**src/hdl/nfup_pkg.sv**
```systemverilog
// ----------------------------------------------------------------------------
// nfup_pkg
// Shared types and constants for the not-frequently-used page replacement
// block: probe record that walks the frame chain, update command, states.
// ----------------------------------------------------------------------------
package nfup_pkg;

    // default build sizes
    localparam int FRAMES_DEF    = 16;
    localparam int PAGE_BITS_DEF = 16;

    // fixed field widths
    localparam int CFG_W       = 5;
    localparam int CNT_W       = 32;
    localparam int FRAME_OUT_W = 4;

    // widest values a probe has to carry over the parameter range
    localparam int PAGE_MAX_W = 32;
    localparam int IDX_MAX_W  = 8;

    localparam logic [CFG_W-1:0] CFG_RESET = 5'd16;

    typedef enum logic [1:0] {
        ST_IDLE,
        ST_SCAN,
        ST_FINISH
    } t_state;

    typedef enum logic {
        UPD_INC,
        UPD_LOAD
    } t_upd_kind;

    // search record handed from cell to cell, one cell per cycle
    typedef struct packed {
        logic                  go;
        logic [PAGE_MAX_W-1:0] page;
        logic                  hit;
        logic [IDX_MAX_W-1:0]  hit_idx;
        logic                  best_set;
        logic [PAGE_MAX_W-1:0] best_page;
        logic [CNT_W-1:0]      best_count;
        logic [CNT_W-1:0]      best_stamp;
        logic [IDX_MAX_W-1:0]  best_idx;
    } t_probe;

    // write-back command broadcast to all cells
    typedef struct packed {
        logic                  we;
        t_upd_kind             kind;
        logic [IDX_MAX_W-1:0]  idx;
        logic [PAGE_MAX_W-1:0] page;
        logic [CNT_W-1:0]      stamp;
    } t_update;

endpackage

```
**src/hdl/nfup_cell.sv**
```systemverilog
// ----------------------------------------------------------------------------
// nfup_cell
// One page frame: holds valid, page, use count and load stamp, checks the
// passing probe for a hit and for a better victim, and forwards it.
// ----------------------------------------------------------------------------
module nfup_cell
    import nfup_pkg::*;
#(
    parameter int INDEX     = 0,
    parameter int PAGE_BITS = PAGE_BITS_DEF,
    parameter int FP_W      = 5
) (
    input  logic            i_clk,
    input  logic            i_rst_n,
    input  t_probe          i_probe,
    input  logic [FP_W-1:0] i_n_active,
    input  t_update         i_update,
    output t_probe          o_probe
);

    logic                 r_valid;
    logic [PAGE_BITS-1:0] r_page;
    logic [CNT_W-1:0]     r_count;
    logic [CNT_W-1:0]     r_stamp;
    t_probe               r_probe;
    t_probe               n_probe;

    logic w_active;
    logic w_match;
    logic w_better;
    logic w_sel;

    // frame takes part only below the managed frame count
    assign w_active = (FP_W'(INDEX) < i_n_active);
    assign w_match  = w_active && r_valid && (i_probe.page[PAGE_BITS-1:0] == r_page);
    assign w_better = !i_probe.best_set || (r_count < i_probe.best_count) ||
                      ((r_count == i_probe.best_count) && (r_stamp < i_probe.best_stamp));
    assign w_sel    = (i_update.idx == IDX_MAX_W'(INDEX));

    // probe update: first match wins, victim replaced only on strictly better
    always_comb begin
        n_probe = i_probe;
        if (w_match && !i_probe.hit) begin
            n_probe.hit     = 1'b1;
            n_probe.hit_idx = IDX_MAX_W'(INDEX);
        end
        if (w_active && r_valid && w_better) begin
            n_probe.best_set   = 1'b1;
            n_probe.best_page  = PAGE_MAX_W'(r_page);
            n_probe.best_count = r_count;
            n_probe.best_stamp = r_stamp;
            n_probe.best_idx   = IDX_MAX_W'(INDEX);
        end
    end

    // probe register toward the next cell
    always_ff @(posedge i_clk) begin
        if (!i_rst_n) begin
            r_probe <= '0;
        end else begin
            r_probe <= n_probe;
        end
    end

    // valid bit
    always_ff @(posedge i_clk) begin
        if (!i_rst_n) begin
            r_valid <= 1'b0;
        end else if (i_update.we && w_sel && (i_update.kind == UPD_LOAD)) begin
            r_valid <= 1'b1;
        end
    end

    // frame contents
    always_ff @(posedge i_clk) begin
        if (i_update.we && w_sel) begin
            case (i_update.kind)
                UPD_LOAD: begin
                    r_page  <= i_update.page[PAGE_BITS-1:0];
                    r_count <= CNT_W'(1);
                    r_stamp <= i_update.stamp;
                end
                UPD_INC: begin
                    if (r_count != '1) begin
                        r_count <= r_count + CNT_W'(1);
                    end
                end
                default: begin
                    r_count <= r_count;
                end
            endcase
        end
    end

    assign o_probe = r_probe;

endmodule

```
**config.mk**
```make
export PLATFORM = sky130hd
export DESIGN_NAME = nfup_cell
export DESIGN_NICKNAME = d
export VERILOG_FILES = /design/src/hdl/nfup_pkg.sv /design/src/hdl/nfup_cell.sv
export SDC_FILE = /design/constraint.sdc
export NUM_CORES = 1
export LEC_CHECK = 0
export BUFFER_PORTS_ARGS = -buffer_cell sky130_fd_sc_hd__clkbuf_2
export CAP_MARGIN = 20
export CORE_MARGIN = 3
export CORE_UTILIZATION = 45
export DETAILED_ROUTE_END_ITERATION = 16
export HOLD_SLACK_MARGIN = 0.08
export MAX_ROUTING_LAYER = met4
export PLACE_DENSITY_LB_ADDON = 0.3
export REMOVE_ABC_BUFFERS = 1
export SYNTH_ARGS = -nofsm -noshare
export SYNTH_HDL_FRONTEND = slang
export SYNTH_SLANG_ARGS = --single-unit
export TNS_END_PERCENT = 5
```
**constraint.sdc**
```tcl
create_clock -name i_clk -period 6.7 [get_ports i_clk]
set_input_delay 0.335 -clock i_clk [delete_from_list [all_inputs] [get_ports i_clk]]
set_output_delay 0.335 -clock i_clk [all_outputs]
set_load 0.05 [all_outputs]
```
==> flow_metrics.env <==
export IMPL_outcome="finished, final reports clean"
export IMPL_pre_cts_slack_ns=3.10
export IMPL_whs_path_depth=3
export IMPL_ir_drop_mv=0.186
export IMPL_clkLatencyLatePin_ns=0.52
export IMPL_dp_hpwl_mm=18.7
export IMPL_antenna_found_initial=1
export IMPL_layout_cells_non_filler=1781
export IMPL_critical_path_required_ns=7.13
export IMPL_layout_commonest_cell="clkbuf_2"
export IMPL_gp_congestion=0.821
export IMPL_regToRegSetupSlack_ns=3.16
export IMPL_critPathCaptureType="flop"
export IMPL_r2r_cells=9
export IMPL_reg2reg_from="r_count[19]"
export IMPL_grt_pass1_wl_mm=47.8
export IMPL_layout_min_cycle_time_ns=3.54
export IMPL_fillers=1459
export IMPL_grt_max_degree=135
export IMPL_max_slew_margin_rel_pct=30.8
export IMPL_num_vias=8881
export IMPL_critPathKind="flop to flop"
export IMPL_cap_violations=0
export IMPL_grt_total_usage_pct=25.4
export IMPL_r2r_end="o_probe[42]"
export IMPL_grt_setup_unrepaired="no"
export IMPL_hold_violations=0
export IMPL_start_util_pct=46.5
export IMPL_via_per_inst=4.99
export IMPL_clk_path_buf_depth=3
export IMPL_worstHoldStart="i_probe[39]"
export IMPL_drive_gt1_share_pct=27.0
export IMPL_finClkSkew_ns=0.0121
export IMPL_setup_viol=0
export IMPL_wl_per_cell_um=17.2
export IMPL_die_width_um=154
export IMPL_p_total_uw=3400
export IMPL_route_detailed_drc=0
export IMPL_cellPowerDensity_nw_per_um2=232
export IMPL_cp_data_arrival_time_ns=3.98
export IMPL_grt_pass1_vias=9349
export IMPL_rows=53
export IMPL_final_cell_mix="clkbuf_2, nand2_1, dlygate4sd3_1"
export IMPL_fmaxAchievable_mhz=282
export IMPL_h_tree_depth=1
export IMPL_routed_wirelength_mm=30.6
export IMPL_finalNetCount=1779
export IMPL_ys_seq_area_share_pct=54.2
export IMPL_crit_path_start_kind="flop"
export IMPL_core_um2=21300
export IMPL_min_period_over_period_pct=52.9
export IMPL_synthFlopType="dfxtp_1"
export IMPL_synth_cell_type_count=41
export IMPL_numClockSinks=228
export IMPL_cts_tree="built"
export IMPL_ys_warn_count=0
export IMPL_drtIter0Drc=432
export IMPL_drt_first_pass_iters=5
export IMPL_clkTransAtPathRegs_ns=0.06
export IMPL_synthArstFlopShare_pct=0
export IMPL_port_buffer_count=358
export IMPL_p_leak_uw=0.00742
export IMPL_ios=375
export IMPL_netlist_area_um2=9900
export IMPL_postCtsSetupBuffers=0
export IMPL_drv_slew=0
export IMPL_die_area_um2=23800
export IMPL_tightest_slew_ns=1.04
export IMPL_gr_total_overflow=0
export IMPL_hold_path_class="input pin to flop"
export IMPL_die_height_um=154
export IMPL_fin_ws_ns=3.16
export IMPL_cp_max_fo=35
export IMPL_ys_ff_latch=228
export IMPL_antenna_left=0
export IMPL_synth_edf_count=80
export IMPL_numCtsBuffers=25
export IMPL_synthCells=949
export IMPL_worst_hold_slack_ns=0.106
export IMPL_area_delta_synth_final_pct=47.8
export IMPL_min_to="o_probe[39]"
export IMPL_placed_cells=1547
export IMPL_root_buffer="clkbuf_16"
export IMPL_avgSynthCellArea_um2=10.4
-- kinds of logic after synthesis --
logic type	share of synthesized area, %
simple gates	17.5
flops	54.2
buf+inv	4.58
mux	8.09
fa+ha+maj	8.09
compound gates	3.48
xor+xnor	4.07
-- layer usage --
| layer | track usage (%) | vias up | routed length, um |
|---|---|---|---|
| li1 | - | 4282 | - |
| met1 | 28.3 | 4120 | 11500 |
| met2 | 44.9 | 387 | 15800 |
| met3 | 4.64 | 92 | 1990 |
| met4 | 10.1 | 0 | 1290 |
| met5 | - | - | 0 |
-- final cells by class --
cell class | count | area, um2 | share of cell area [%]
clock inverters | 10 | 108 | 0.736
well taps | 275 | 344 | 2.35
clock buffers | 35 | 724 | 4.95
multi-input cells | 614 | 4110 | 28.1
flip-flops and latches | 228 | 5370 | 36.7
repair buffers | 550 | 3720 | 25.4
inverters | 68 | 255 | 1.74
diodes | 1 | 2.50 | 0.0171
-- Yosys cell counts (7+ instances only) --
master / count / area, um2
a21oi_1: 25 / 125
and2_1: 42 / 263
and3_1: 30 / 188
and4_1: 8 / 70.1
clkbuf_1: 30 / 113
dfxtp_1: 148 / 2960
edfxtp_1: 80 / 2400
ha_1: 64 / 801
inv_1: 68 / 255
mux2i_1: 80 / 801
nand2_1: 189 / 709
nand3_1: 19 / 95.1
nand4_1: 12 / 75.1
nor2_1: 39 / 146
nor3_1: 9 / 45.0
nor4_1: 7 / 43.8
o21ai_0: 10 / 50.1
xnor2_1: 8 / 70.1
xor2_1: 38 / 333
-- worst max-delay path, cell delays in order, from the launching register on --
cell and delay, ns:
edfxtp_1 0.49, ha_1 0.36, nand2_1 0.05, o21ai_0 0.22, a211oi_1 0.12, o31ai_1 0.40, o32ai_1 0.18, nor2_4 0.79
buf_4 0.57, mux2i_1 0.26
-- registers in the layout, indices dropped and copies added, names as in the netlist --
register  flops
r_valid       1
r_page       16
r_stamp      32
r_count      32
o_probe     147
-- worst max-delay path by stage --
stage / startpoint / end / slack [ns] / cells after the start
floorplan: r_count[10] / o_probe[10] / -0.77 / 8
global placement: r_count[7] / o_probe[99] / 3.08 / 9
detailed placement: r_count[7] / o_probe[99] / 3.10 / 9
CTS: r_count[7] / o_probe[99] / 3.05 / 9
global route: r_count[14] / o_probe[99] / 2.86 / 9
finish: r_count[19] / o_probe[42] / 3.16 / 9
-- per-stage QoR --
step / setup TNS, ns / utilization (%) / instance area, um2
after floorplan: -79.72 / - / 9700
after global placement: 0 / 56.0 / 11900
after detailed placement: 0 / 56.0 / 11900
after CTS: 0 / 68.7 / 14600
after global routing: 0 / 68.7 / 14600
final: 0 / 68.7 / 14600
-- timing repair --
| item | CTS | global route |
|---|---|---|
| hold buffers | 188 | 0 |
| hold endpoints to repair | 188 | 0 |
| resized for setup | 0 | 0 |
-- where the power goes --
group          internal [uW]  switching [uW]
sequential              1480            15.1
clock                    832             565
combinational            196             315
Power figures use the tool's default switching activity.
